**config.mk**
```make
export PLATFORM = sky130hd
export DESIGN_NAME = scancode_set1_key_decoder
export DESIGN_NICKNAME = d
export VERILOG_FILES = /design/src/design/scd1_pkg.sv /design/src/design/scd1_decode.sv /design/src/design/scancode_set1_key_decoder.sv
export SDC_FILE = /design/constraint.sdc
export NUM_CORES = 1
export LEC_CHECK = 0
export ABC_AREA = 1
export ABC_CLOCK_PERIOD_IN_PS = 2600
export BUFFER_PORTS_ARGS = -buffer_cell sky130_fd_sc_hd__buf_2
export CAP_MARGIN = 10
export CORE_UTILIZATION = 40
export DETAILED_ROUTE_END_ITERATION = 10
export PLACE_DENSITY = 0.59
export SLEW_MARGIN = 20
export SYNTH_ARGS = -nofsm -noshare
export SYNTH_HDL_FRONTEND = slang
export SYNTH_HIERARCHICAL = 1
export SYNTH_SLANG_ARGS = --single-unit
export TNS_END_PERCENT = 20
```
**constraint.sdc**
```tcl
create_clock -name i_clk -period 2.6 [get_ports i_clk]
set_input_delay 0.52 -clock i_clk [delete_from_list [all_inputs] [get_ports i_clk]]
set_output_delay 0.52 -clock i_clk [all_outputs]
set_load 0.01 [all_outputs]
```
**src/design/scd1_pkg.sv**
```systemverilog
package scd1_pkg;

    // scancode set 1 codes
    localparam logic [7:0] PREFIX_BYTE = 8'hE0;
    localparam logic [6:0] CODE_MASK   = 7'h7F;
    localparam logic [6:0] LSHIFT_CODE = 7'h2A;
    localparam logic [6:0] RSHIFT_CODE = 7'h36;
    localparam logic [6:0] UP_CODE     = 7'h48;
    localparam logic [6:0] DOWN_CODE   = 7'h50;
    localparam logic [6:0] LEFT_CODE   = 7'h4B;
    localparam logic [6:0] RIGHT_CODE  = 7'h4D;

    // arrow character codes
    localparam logic [7:0] CHAR_NONE   = 8'h00;
    localparam logic [7:0] CHAR_UP     = 8'h80;
    localparam logic [7:0] CHAR_DOWN   = 8'h81;
    localparam logic [7:0] CHAR_LEFT   = 8'h82;
    localparam logic [7:0] CHAR_RIGHT  = 8'h83;

    // decoder result and flag updates for one request
    typedef struct packed {
        logic       has_result;
        logic [7:0] event_code;
        logic       event_pressed;
        logic       char_valid;
        logic [7:0] char_code;
        logic       ext_next;
        logic       shift_next;
    } t_dec_out;

    // arrow character, or none
    function automatic logic [7:0] arrow_char(input logic [6:0] code);
        logic [7:0] ch;
        unique case (code)
            UP_CODE:    ch = CHAR_UP;
            DOWN_CODE:  ch = CHAR_DOWN;
            LEFT_CODE:  ch = CHAR_LEFT;
            RIGHT_CODE: ch = CHAR_RIGHT;
            default:    ch = CHAR_NONE;
        endcase
        return ch;
    endfunction

    // swiss-german layout, no shift
    function automatic logic [7:0] lay_plain(input logic [6:0] code);
        logic [7:0] ch;
        unique case (code)
            7'h02: ch = 8'h31; 7'h03: ch = 8'h32; 7'h04: ch = 8'h33; 7'h05: ch = 8'h34;
            7'h06: ch = 8'h35; 7'h07: ch = 8'h36; 7'h08: ch = 8'h37; 7'h09: ch = 8'h38;
            7'h0A: ch = 8'h39; 7'h0B: ch = 8'h30; 7'h0C: ch = 8'h27; 7'h0D: ch = 8'h5E;
            7'h0E: ch = 8'h08; 7'h0F: ch = 8'h09;
            7'h10: ch = 8'h71; 7'h11: ch = 8'h77; 7'h12: ch = 8'h65; 7'h13: ch = 8'h72;
            7'h14: ch = 8'h74; 7'h15: ch = 8'h7A; 7'h16: ch = 8'h75; 7'h17: ch = 8'h69;
            7'h18: ch = 8'h6F; 7'h19: ch = 8'h70; 7'h1C: ch = 8'h0A;
            7'h1E: ch = 8'h61; 7'h1F: ch = 8'h73;
            7'h20: ch = 8'h64; 7'h21: ch = 8'h66; 7'h22: ch = 8'h67; 7'h23: ch = 8'h68;
            7'h24: ch = 8'h6A; 7'h25: ch = 8'h6B; 7'h26: ch = 8'h6C;
            7'h2B: ch = 8'h24; 7'h2C: ch = 8'h79; 7'h2D: ch = 8'h78; 7'h2E: ch = 8'h63;
            7'h2F: ch = 8'h76;
            7'h30: ch = 8'h62; 7'h31: ch = 8'h6E; 7'h32: ch = 8'h6D; 7'h33: ch = 8'h2C;
            7'h34: ch = 8'h2E; 7'h35: ch = 8'h2D; 7'h37: ch = 8'h2A; 7'h39: ch = 8'h20;
            7'h56: ch = 8'h3C;
            default: ch = CHAR_NONE;
        endcase
        return ch;
    endfunction

    // swiss-german layout, shift held
    function automatic logic [7:0] lay_shift(input logic [6:0] code);
        logic [7:0] ch;
        unique case (code)
            7'h02: ch = 8'h2B; 7'h03: ch = 8'h22; 7'h04: ch = 8'h2A;
            7'h06: ch = 8'h25; 7'h07: ch = 8'h26; 7'h08: ch = 8'h2F; 7'h09: ch = 8'h28;
            7'h0A: ch = 8'h29; 7'h0B: ch = 8'h3D; 7'h0C: ch = 8'h3F; 7'h0D: ch = 8'h60;
            7'h0E: ch = 8'h08; 7'h0F: ch = 8'h09;
            7'h10: ch = 8'h51; 7'h11: ch = 8'h57; 7'h12: ch = 8'h45; 7'h13: ch = 8'h52;
            7'h14: ch = 8'h54; 7'h15: ch = 8'h5A; 7'h16: ch = 8'h55; 7'h17: ch = 8'h49;
            7'h18: ch = 8'h4F; 7'h19: ch = 8'h50; 7'h1B: ch = 8'h21; 7'h1C: ch = 8'h0A;
            7'h1E: ch = 8'h41; 7'h1F: ch = 8'h53;
            7'h20: ch = 8'h44; 7'h21: ch = 8'h46; 7'h22: ch = 8'h47; 7'h23: ch = 8'h48;
            7'h24: ch = 8'h4A; 7'h25: ch = 8'h4B; 7'h26: ch = 8'h4C;
            7'h2C: ch = 8'h59; 7'h2D: ch = 8'h58; 7'h2E: ch = 8'h43; 7'h2F: ch = 8'h56;
            7'h30: ch = 8'h42; 7'h31: ch = 8'h4E; 7'h32: ch = 8'h4D; 7'h33: ch = 8'h3B;
            7'h34: ch = 8'h3A; 7'h35: ch = 8'h5F; 7'h37: ch = 8'h2A; 7'h39: ch = 8'h20;
            7'h56: ch = 8'h3E;
            default: ch = CHAR_NONE;
        endcase
        return ch;
    endfunction

endpackage

```
**src/design/scd1_decode.sv**
```systemverilog
module scd1_decode (
    input  logic              i_scan_byte_7,
    input  logic [6:0]        i_code,
    input  logic              i_aux_source,
    input  logic              i_prefix,
    input  logic              i_ext,
    input  logic              i_shift,
    output scd1_pkg::t_dec_out o_dec
);
    import scd1_pkg::*;

    logic       pressed;
    logic       is_shift;
    logic [7:0] arrow;
    logic [7:0] layout;
    logic [7:0] ch;

    // key classification and lookups
    assign pressed  = ~i_scan_byte_7;
    assign is_shift = (i_code == LSHIFT_CODE) || (i_code == RSHIFT_CODE);
    assign arrow    = arrow_char(i_code & CODE_MASK);
    assign layout   = i_shift ? lay_shift(i_code) : lay_plain(i_code);

    // character selection
    always_comb begin
        ch = CHAR_NONE;
        if (i_ext) begin
            if (pressed) ch = arrow;
        end else if (!is_shift && pressed) begin
            ch = (arrow != CHAR_NONE) ? arrow : layout;
        end
    end

    // result and flag updates
    always_comb begin
        o_dec.has_result    = 1'b0;
        o_dec.event_code    = {i_ext, i_code};
        o_dec.event_pressed = pressed;
        o_dec.char_valid    = (ch != CHAR_NONE);
        o_dec.char_code     = ch;
        o_dec.ext_next      = i_ext;
        o_dec.shift_next    = i_shift;
        if (!i_aux_source) begin
            if (i_prefix) begin
                o_dec.ext_next = 1'b1;
            end else begin
                o_dec.has_result = 1'b1;
                o_dec.ext_next   = 1'b0;
                if (!i_ext && is_shift) o_dec.shift_next = pressed;
            end
        end
    end

endmodule

```
**src/design/scancode_set1_key_decoder.sv**
```systemverilog
// channel | handshake                  | payload
// --------+----------------------------+------------------------------------------
// in      | i_in_valid / o_in_stall    | i_scan_byte[7:0], i_aux_source
// out     | o_out_valid / i_out_stall  | o_event_code[7:0], o_event_pressed,
//         |                            | o_char_valid, o_char_code[7:0]
//
// one request per cycle while the input is not stalled; a request passes from the input register
// through decode and layout rom into the result register.
// aux and prefix bytes leave the input register without taking a result slot.
// reset clears both valid flags, the prefix flag and the shift flag.
// a stalled result holds in the result register; the input register stalls only
// when it holds a result-producing request that cannot move on.
module scancode_set1_key_decoder (
    input  logic       i_clk,
    input  logic       i_rst_n,
    input  logic       i_in_valid,
    output logic       o_in_stall,
    input  logic [7:0] i_scan_byte,
    input  logic       i_aux_source,
    output logic       o_out_valid,
    input  logic       i_out_stall,
    output logic [7:0] o_event_code,
    output logic       o_event_pressed,
    output logic       o_char_valid,
    output logic [7:0] o_char_code
);
    import scd1_pkg::*;

    logic       r_in_valid;
    logic [7:0] r_in_byte;
    logic       r_in_aux;
    logic       r_ext;
    logic       r_shift;
    logic       r_out_valid;
    logic [7:0] r_event_code;
    logic       r_event_pressed;
    logic       r_char_valid;
    logic [7:0] r_char_code;

    t_dec_out   dec;
    logic       out_free;
    logic       consume;
    logic       in_take;
    logic       n_out_valid;

    // decode of the held request
    scd1_decode u_decode (
        .i_scan_byte_7 (r_in_byte[7]),
        .i_code        (r_in_byte[6:0]),
        .i_aux_source  (r_in_aux),
        .i_prefix      (r_in_byte == PREFIX_BYTE),
        .i_ext         (r_ext),
        .i_shift       (r_shift),
        .o_dec         (dec)
    );

    // flow control
    assign out_free    = !r_out_valid || !i_out_stall;
    assign consume     = r_in_valid && (!dec.has_result || out_free);
    assign o_in_stall  = r_in_valid && !consume;
    assign in_take     = i_in_valid && !o_in_stall;
    assign n_out_valid = consume && dec.has_result;

    // input register control
    always_ff @(posedge i_clk) begin
        if (!i_rst_n) begin
            r_in_valid <= 1'b0;
        end else if (in_take) begin
            r_in_valid <= 1'b1;
        end else if (consume) begin
            r_in_valid <= 1'b0;
        end
    end

    // input register payload
    always_ff @(posedge i_clk) begin
        if (in_take) begin
            r_in_byte <= i_scan_byte;
            r_in_aux  <= i_aux_source;
        end
    end

    // prefix and shift flags
    always_ff @(posedge i_clk) begin
        if (!i_rst_n) begin
            r_ext   <= 1'b0;
            r_shift <= 1'b0;
        end else if (consume) begin
            r_ext   <= dec.ext_next;
            r_shift <= dec.shift_next;
        end
    end

    // result register control
    always_ff @(posedge i_clk) begin
        if (!i_rst_n) begin
            r_out_valid <= 1'b0;
        end else if (out_free) begin
            r_out_valid <= n_out_valid;
        end
    end

    // result register payload
    always_ff @(posedge i_clk) begin
        if (n_out_valid) begin
            r_event_code    <= dec.event_code;
            r_event_pressed <= dec.event_pressed;
            r_char_valid    <= dec.char_valid;
            r_char_code     <= dec.char_code;
        end
    end

    assign o_out_valid     = r_out_valid;
    assign o_event_code    = r_event_code;
    assign o_event_pressed = r_event_pressed;
    assign o_char_valid    = r_char_valid;
    assign o_char_code     = r_char_code;

endmodule
```
## Word-level counts from Yosys, hierarchy flattened

Memory sizes are Yosys's and may differ from the RTL's. A register that Yosys moved wholly into a read port is not among the register bits.
Cells that the tools add are included.

| storage, ports and cells | value |
|---|---|
| output and inout port bits | 20 |
| input bits | 13 |
| word-level logic and storage cells | 56 |
| memories | 2 |
| register bits | 31 |
| memory bits (read-only) | 1,792 |

| cells by class | value |
|---|---|
| eq/ne operators | 7 |
| bitwise operators | 3 |
| reductions and logical operators | 21 |
| mux-type cells | 13 |

Memories:

| memory | depth | width | read ports | clocked after memory_dff | write ports | RTL line | source |
|---|---|---|---|---|---|---|---|
| (no name shown) | 128 | 7 | 1 | 1 | 0 | scd1_pkg.sv:47 | `unique case (code)` |
| (no name shown) | 128 | 7 | 1 | 1 | 0 | scd1_pkg.sv:71 | `unique case (code)` |

Operators by type and width:

| operator | count |
|---|---|
| 2-to-1 mux 8 bit | 5 |
| case mux 8 bit (4 select lines) | 1 |
| equality test 7 bit (second input constant) | 4 |
| nonzero test 8 bit | 2 |
| equality test 7 x 6 -> 1 bit (second input constant) | 2 |
| 2-to-1 mux 7 bit | 2 |
| equality test 8 bit (second input constant) | 1 |
| zero test 1 bit | 7 |
| logical AND 1 bit | 6 |
| 2-to-1 mux 1 bit | 5 |
| AND reduction 4 bit | 1 |
| logical OR 1 bit | 3 |
| NOT 1 bit | 3 |
| AND reduction 2 bit | 1 |
| nonzero test 2 bit | 1 |

## Depth between registers and ports, before layout

Gate-level depths: netlist (run 1).

| logic depth | value |
|---|---|
| depth in word-level cells | 11 |
| gate-level depth with buffers | 14 |
| mapped depth without buffers | 14 |

## Hierarchy

The synthesis (run 1) kept the hierarchy.

Modules (own cells, without submodules):

| module | cells an instance | times used | seq. area each (um^2) | area each (um^2) |
|---|---|---|---|---|
| scd1_decode | 288 | 1 | 0.0 | 1,372.6 |
| scancode_set1_key_decoder | 58 | 1 | 890.9 | 1,016.0 |

## Least setup slack after synthesis (run 1)

No wires, ideal clock.

| path | value |
|---|---|
| kind | register to register |
| start point | reg r_in_byte[1] |
| end point | reg r_char_valid, in the netlist o_char_valid, data pin |
| library setup time | 260 ps |
| path buffers | 0 |
| arrival time | 1,787 ps |
| stages on the path, launching flop included | 13 |
| path slack | 553 ps |
| required time | 2,340 ps |
| clock period less this slack | 2,047 ps |
| cell sequence | edfxtp_1 -> inv_1 -> ha_1 -> inv_1 -> nand2_1 -> nand3_1 -> nand2_1 -> nand3_1 -> nand3_1 -> o21ai_0 -> nand2_1 -> nor2_1 -> nand3_1 |

RTL lines:

| item | RTL line | source |
|---|---|---|
| start, declared | scancode_set1_key_decoder.sv:30 | `logic [7:0] r_in_byte;` |
| start signal, assigned | scancode_set1_key_decoder.sv:78 | `r_in_byte <= i_scan_byte;` |
| end signal, assigned | scancode_set1_key_decoder.sv:108 | `r_char_valid <= dec.char_valid;` |
| end, declared | scancode_set1_key_decoder.sv:37 | `logic r_char_valid;` |

==> impl_metrics.yaml, run 1 <==
sta:
  clock_skew_ns: 0.00924
  setup_tns_ns: 0
  finalCriticalPeriod_ns: 2.32
  drv_slew: 0
  setup_viol: 0
  finalCritPeriodShare_pct: 89.3
  tightest_slew_ns: 0.484
  setup_ws_ns: 0.279
  hold_violations: 0
  slew_headroom_pct: 67.7
  hold_ws_ns: 0.406
  rsz0062_at_grt: "false"
  fmax_mhz: 431
global_routing:
  grt_pass1_wl_microns: 10900
  grt_pass1_vias: 2203
  grt_usage_pct: 22.8
  antenna_found_initial: 0
  grt_max_degree: 19
  grt_overflow: 0
synth:
  syn_area_sq_um: 2390
  synth_top_area_cell: "edfxtp_1"
  seq_area_frac_synth_pct: 37.3
  synth_area_leaders: "edfxtp_1 (34%), nand2_1 (17%), nand3_1 (8.2%)"
  ys_types: 25
  avgSynthCellArea_sq_um: 6.90
  ys_warn_count: 6
  netlist_instances: 346
  ys_ff_latch: 31
  synth-edff-count: 27
  synth_top_area_share_pct: 33.9
  syn_nets: 371
  synth_flop_cell: "edfxtp_1"
  async_flop_share_pct: 0
clocking:
  cts_tree: "done"
  root_buffer: "clkbuf_8"
  cts_resized: 0
  cts.sink_count: 31
  cts-htree-levels: 2
  numCtsBuffers: 5
  clk_path_buf_depth: 2
  cts.reportedPaths.clkPinSlew_ns: 0.07
  clock_latency_ns: 0.28
routing:
  num_vias: 2373
  drc: 0
  wire_per_inst_microns: 15.1
  routed.top_layer: "met4"
  dr.pass1.iters: 4
  wl_met1_microns: 2990
  avgViaCountPerCell: 5.29
  dr_wl_met3_microns: 490
  ant_nets: 0
  wl_met2_microns: 3100
  first_iter_violations: 151
  routed_wl_microns: 6760
floorplanning:
  num_rows: 27
  start_util_pct: 42.3
  dieArea_sq_um: 6280
  core_sq_um: 5640
  die_w_microns: 79.3
  die_y_microns: 79.3
  boundaryPins: 33
run_status:
  status: "finished clean"
pwr:
  leakage_nw: 1.29
  p_int_uw: 941
  p_switching_uw: 381
  pwr-share-comb_pct: 21.2
  power.density_nw_per_um2: 485
  seq_power_share_pct: 44.3
  ir_worst_vdd_mv: 0.338
  p_total_mw: 1.32
  swShare_pct: 28.8
  p_clk_share_pct: 34.5
placement:
  pre_cts_ws_ns: 0.345
  portBuffers: 32
  placedInstanceArea_sq_um: 2590
  post-dp-hpwl_microns: 5090
  gp_congestion: 0.967
  post-place-cells: 439
worst_setup_path:
  worstPathArrival_ns: 1.80
  cp_cell_sequence: "nor2_1 > nand3b_1 > nor2_1 > nor2_1 > nand4_1 > inv_1 > buf_2"
  critPathMaxFanout: 10
  required_ns: 2.08
  cp_num_buf_inv: 2
  startpoint_type: "register"
  criticalPathCategory: "reg2out"
  cp_slowest_stage_delay_ns: 0.57
  crit_path_end_kind: "output pin"
  critPathTopFamily: "simple AND/OR/NAND/NOR gates"
  slowest_stage: "edfxtp_1"
  cpMostUsedCell: "nor2_1"
final_layout:
  finalNonFillerCells: 449
  final_area_sq_um: 2730
  fin_nets: 401
  drive_gt1_share_pct: 15.4
  antennaDiodeCount: 0
  area_growth_pct: 14.2
  fin_util_pct: 48.4
hold_path:
  hp-class: "in2reg"
run:
  drv_cap: 0
final timing paths:
check | from | to | slack (ns) | cells past startpoint
worst max register to register | r_in_byte[3]$_DFFE_PP_ | o_char_valid$_DFFE_PP_ | 0.40 | 12
worst max-delay path | r_in_byte[2]$_DFFE_PP_ | o_in_stall | 0.28 | 7
worst min-delay path | i_scan_byte[0] | r_in_byte[0]$_DFFE_PP_ | 0.41 | 1
worst min register to register | r_ext$_SDFFE_PN0P_ | o_event_code[7]$_DFFE_PP_ | 0.55 | 0
flip-flops by register name, summed over array words and instances, names as in the netlist:
name and count:
o_event_pressed 1, r_shift 1, o_char_code 8, o_event_code 8, o_char_valid 1, o_out_valid 1, r_in_aux 1, r_ext 1
r_in_valid 1, r_in_byte 8
worst reg2reg max path, cell delays in order, from the launching register on:
cell and delay [ns]:
edfxtp_1 0.47, buf_12 0.19, buf_4 0.19, nor2_1 0.24
nand2_1 0.12, nand2_1 0.09, nand2_1 0.09, nand4_1 0.19
inv_1 0.07, o21ai_0 0.07, nand2_1 0.07, nor2_1 0.09
nand3_1 0.07
Yosys cell counts (2+ instances only):
master	instances
nand2_1	111
nor2_1	41
nand3_1	39
inv_1	30
edfxtp_1	27
a21oi_1	23
ha_1	12
buf_4	11
o21ai_0	11
buf_2	7
nand4_1	7
o21ai_1	5
dfxtp_1	4
inv_2	3
nor3_1	3
nand3b_1	2
nor2_2	2
routing by layer:
metal | vias up | global-route usage (%)
li1 | 1183 | -
met1 | 1076 | 30.1
met2 | 94 | 35.5
met3 | 20 | 5.98
met4 | 0 | 8.18
met5 | - | 0
cell usage in the layout (no fill, tap or decap):
| cell | count |
|---|---|
| bufinv_16 | 1 |
| nor2_1 | 41 |
| clkinv_1 | 1 |
| edfxtp_1 | 27 |
| nand3_1 | 39 |
| inv_1 | 30 |
| o21ai_0 | 11 |
| nand3b_1 | 2 |
| nor2_2 | 2 |
| a31oi_1 | 1 |
| nand3_2 | 1 |
| nor3_2 | 1 |
| nand4_1 | 7 |
| inv_2 | 3 |
| clkbuf_8 | 5 |
| dfxtp_1 | 4 |
| clkinv_2 | 1 |
| a21boi_1 | 1 |
| ha_1 | 12 |
| a21oi_1 | 23 |
| o21ai_1 | 5 |
| and2_1 | 1 |
| buf_12 | 2 |
| nor3_1 | 3 |
| nand2_1 | 111 |
| nor2_4 | 1 |
| buf_2 | 32 |
| buf_4 | 9 |
kinds of logic (layout without fill, tap and decap cells):
group                      count (synthesis)  after routing  synth area share, %
and+or+nand+nor                          209            209                 37.2
DFF                                       31             31                 37.3
AOI/OAI and AO/OA                         41             41                 8.75
buffers and inverters                     53             84                 10.4
adders and majority gates                 12             12                 6.29
timing repair:
action,CTS,global route
setup buffers,0,2
hold buffers,0,0
endpoints found under the setup margin,0,1
area by class of cell:
type | count | area [sq um]
Tap cell | 72 | 90.1
Fill cell | 579 | 2910
Inverter | 33 | 124
Multi-Input combinational cell | 262 | 1250
Timing Repair Buffer | 43 | 268
Sequential cell | 31 | 891
Clock inverter | 3 | 38.8
Clock buffer | 5 | 68.8
power groups by stage:
stage	clock network [mW]	registers, mW	logic, mW
floorplan	0	0.597	0.191
global placement	0	0.600	0.273
detailed placement	0	0.599	0.267
CTS	0.468	0.588	0.268
global route	0.491	0.589	0.313
finish	0.456	0.586	0.280
Power figures use the tool's default switching activity.
==> run 2: changes to the inputs <==
--- a/config.mk
+++ b/config.mk
@@ -6,7 +6,7 @@
 export NUM_CORES = 1
 export LEC_CHECK = 0
 export ABC_AREA = 1
-export ABC_CLOCK_PERIOD_IN_PS = 2600
+export ABC_CLOCK_PERIOD_IN_PS = 2200
 export BUFFER_PORTS_ARGS = -buffer_cell sky130_fd_sc_hd__buf_2
 export CAP_MARGIN = 10
 export CORE_UTILIZATION = 40
==> constraint.sdc (replaced) <==
create_clock -name i_clk -period 2.2 [get_ports i_clk]
set_input_delay 0.44 -clock i_clk [delete_from_list [all_inputs] [get_ports i_clk]]
set_output_delay 0.44 -clock i_clk [all_outputs]
set_load 0.01 [all_outputs]
==> run 2 against run 1 <==
  * Clock power shrank 3%
  * Sequential power grew 18%
  * Combinational power grew 33%
  * Clock skew shrank 0.0020 ns
  * Sequential share of layout area shrank 1.7 points
  * Total power grew 14%
  * Worst hold slack lost 0.068 ns
  * Global-route usage grew 1.8 points
  * Die area is the same
  * Core utilization grew 2.6 points
  * Worst setup slack lost 0.13 ns
  * Via count grew 3.5%
  * Largest cell class unchanged
==> impl_metrics.yaml, run 2 (synthesized netlist as in run 1, its figures left out) <==
hold_path:
  hp-start: "i_aux_source"
  hp-class: "in2reg"
  whs_path_depth: 1
  holdPathEnd: "r_in_aux$_DFFE_PP_"
clocking:
  root_buffer: "clkbuf_8"
  cts.sink_count: 31
  numCtsBuffers: 5
  cts_tree: "done"
  clock_latency_ns: 0.27
  cts-htree-levels: 2
  clk_path_buf_depth: 2
  cts.reportedPaths.clkPinSlew_ns: 0.06
worst_setup_path:
  startpoint_type: "register"
  r2r_slack_ns: 0.15
  reg2reg_from: "r_in_byte[0]$_DFFE_PP_"
  slowest_stage: "edfxtp_1"
  cp_slowest_stage_delay_ns: 0.38
  critPathMaxFanout: 5
  cpMostUsedCell: "nand3_1"
  timing.rr.end: "o_char_valid$_DFFE_PP_"
  criticalPathCategory: "reg2reg"
  crit_path_end_kind: "register"
  worstPathArrival_ns: 2.08
  cp_cell_sequence: "inv_1 > ha_1 > inv_1 > nand2_1 > nand3_1 > nand2_1 > nand3_1 > nand3_1 > o21ai_0 > nand2_1 > nor2_1 > nand3_1"
  reg2regPathDepth: 12
  required_ns: 2.23
run_status:
  status: "finished clean"
pwr:
  power.density_nw_per_um2: 523
  ir_worst_vdd_mv: 0.474
  leakage_nw: 1.40
final_layout:
  drive_gt1_share_pct: 20.9
  final_cell_mix: "nand2_1 (111), nor2_1 (40), nand3_1 (39)"
  area_growth_pct: 20.5
  final_common_cell: "nand2_1"
  antennaDiodeCount: 0
  fin_nets: 426
routing:
  first_iter_violations: 282
  avgViaCountPerCell: 5.18
  dr.pass1.iters: 6
  num_vias: 2455
  routed_wl_microns: 7130
  drc: 0
  wire_per_inst_microns: 15.0
  ant_nets: 0
floorplanning:
  start_util_pct: 42.3
  num_rows: 27
  dieArea_sq_um: 6280
  boundaryPins: 33
  core_sq_um: 5640
  die_w_microns: 79.3
  die_y_microns: 79.3
sta:
  fmax_mhz: 488
  setup_tns_ns: 0
  drv_slew: 0
  slew_headroom_pct: 66.3
  setup_viol: 0
  rsz0062_at_grt: "true"
  clock_skew_ns: 0.00727
  finalCriticalPeriod_ns: 2.05
  finalCritPeriodShare_pct: 93.1
  hold_violations: 0
  tightest_slew_ns: 0.505
  setup_ws_ns: 0.151
global_routing:
  grt_max_degree: 14
  grt_pass1_vias: 2331
  grt_pass1_wl_microns: 11600
  grt_overflow: 0
  antenna_found_initial: 0
  grt_usage_pct: 24.5
run:
  drv_cap: 0
placement:
  post-dp-hpwl_microns: 5550
  gp_congestion: 0.938
  portBuffers: 32
  pre_cts_ws_ns: 0.175
==> run 2: per-stage QoR <==
| step | total power, mW | instances | hold WS [ns] | utilization (%) | cell area, sq um |
|---|---|---|---|---|---|
| 2_1_floorplan | 0.931 | 346 | 0.528 | - | 2390 |
| 3_3_place_gp | 1.07 | 462 | 0.534 | 48.8 | 2750 |
| 3_5_place_dp | 1.06 | 462 | 0.551 | 48.8 | 2750 |
| 4_1_cts | 1.50 | 470 | 0.331 | 50.4 | 2850 |
| 5_1_grt | 1.59 | 474 | 0.325 | 51.0 | 2880 |
| 6_report | 1.51 | 474 | 0.338 | 51.0 | 2880 |
==> run 2: power breakdown <==
group | total, mW | internal, mW | switching (mW)
registers | 0.689 | 0.668 | 0.0203
logic | 0.372 | 0.139 | 0.233
clock network | 0.444 | 0.252 | 0.193
==> run 2: area by class of cell <==
type	instances	area [sq um]
clock inverters	1	5.00
inverters	33	124
repair buffers	68	430
fillers	564	2760
clock buffers	7	86.3
well taps	72	90.1
multi-input cells	262	1250
flip-flops and latches	31	891
==> run 2: how the worst max path moves through the flow <==
stage | from | end | slack (ns)
after floorplan | r_in_byte[1]$_DFFE_PP_ | o_char_valid$_DFFE_PP_ | 0.15
final | r_in_byte[0]$_DFFE_PP_ | o_char_valid$_DFFE_PP_ | 0.15
after global routing | r_in_byte[4]$_DFFE_PP_ | o_char_valid$_DFFE_PP_ | -0.03
after detailed placement | r_in_byte[3]$_DFFE_PP_ | o_char_valid$_DFFE_PP_ | 0.18
after global placement | r_in_byte[3]$_DFFE_PP_ | o_char_valid$_DFFE_PP_ | 0.11
after CTS | r_in_byte[5]$_DFFE_PP_ | o_in_stall | 0.07
==> run 2: critical path: cells and delay by family, from the launching register on <==
family          cells  cell delay [ns]
compound gates      1             0.15
fa+ha+maj           1             0.29
buf+inv             2             0.18
flops               1             0.38
simple gates        8             0.79
==> run 2: metal layers <==
metal  global-route usage [%]  vias up  routed length [microns]
li1                         -     1235                        -
met1                     33.6     1092                     3260
met2                     38.8      112                     3230
met3                     4.48       16                      469
met4                     8.18        0                      170
met5                        0        -                        0
==> run 2: what timing repair did <==
item                                    4_1_cts  5_1_grt
gates resized for setup                       0        2
setup buffers                                 0        4
hold buffers                                  0        0
endpoints found under the setup margin        0        3
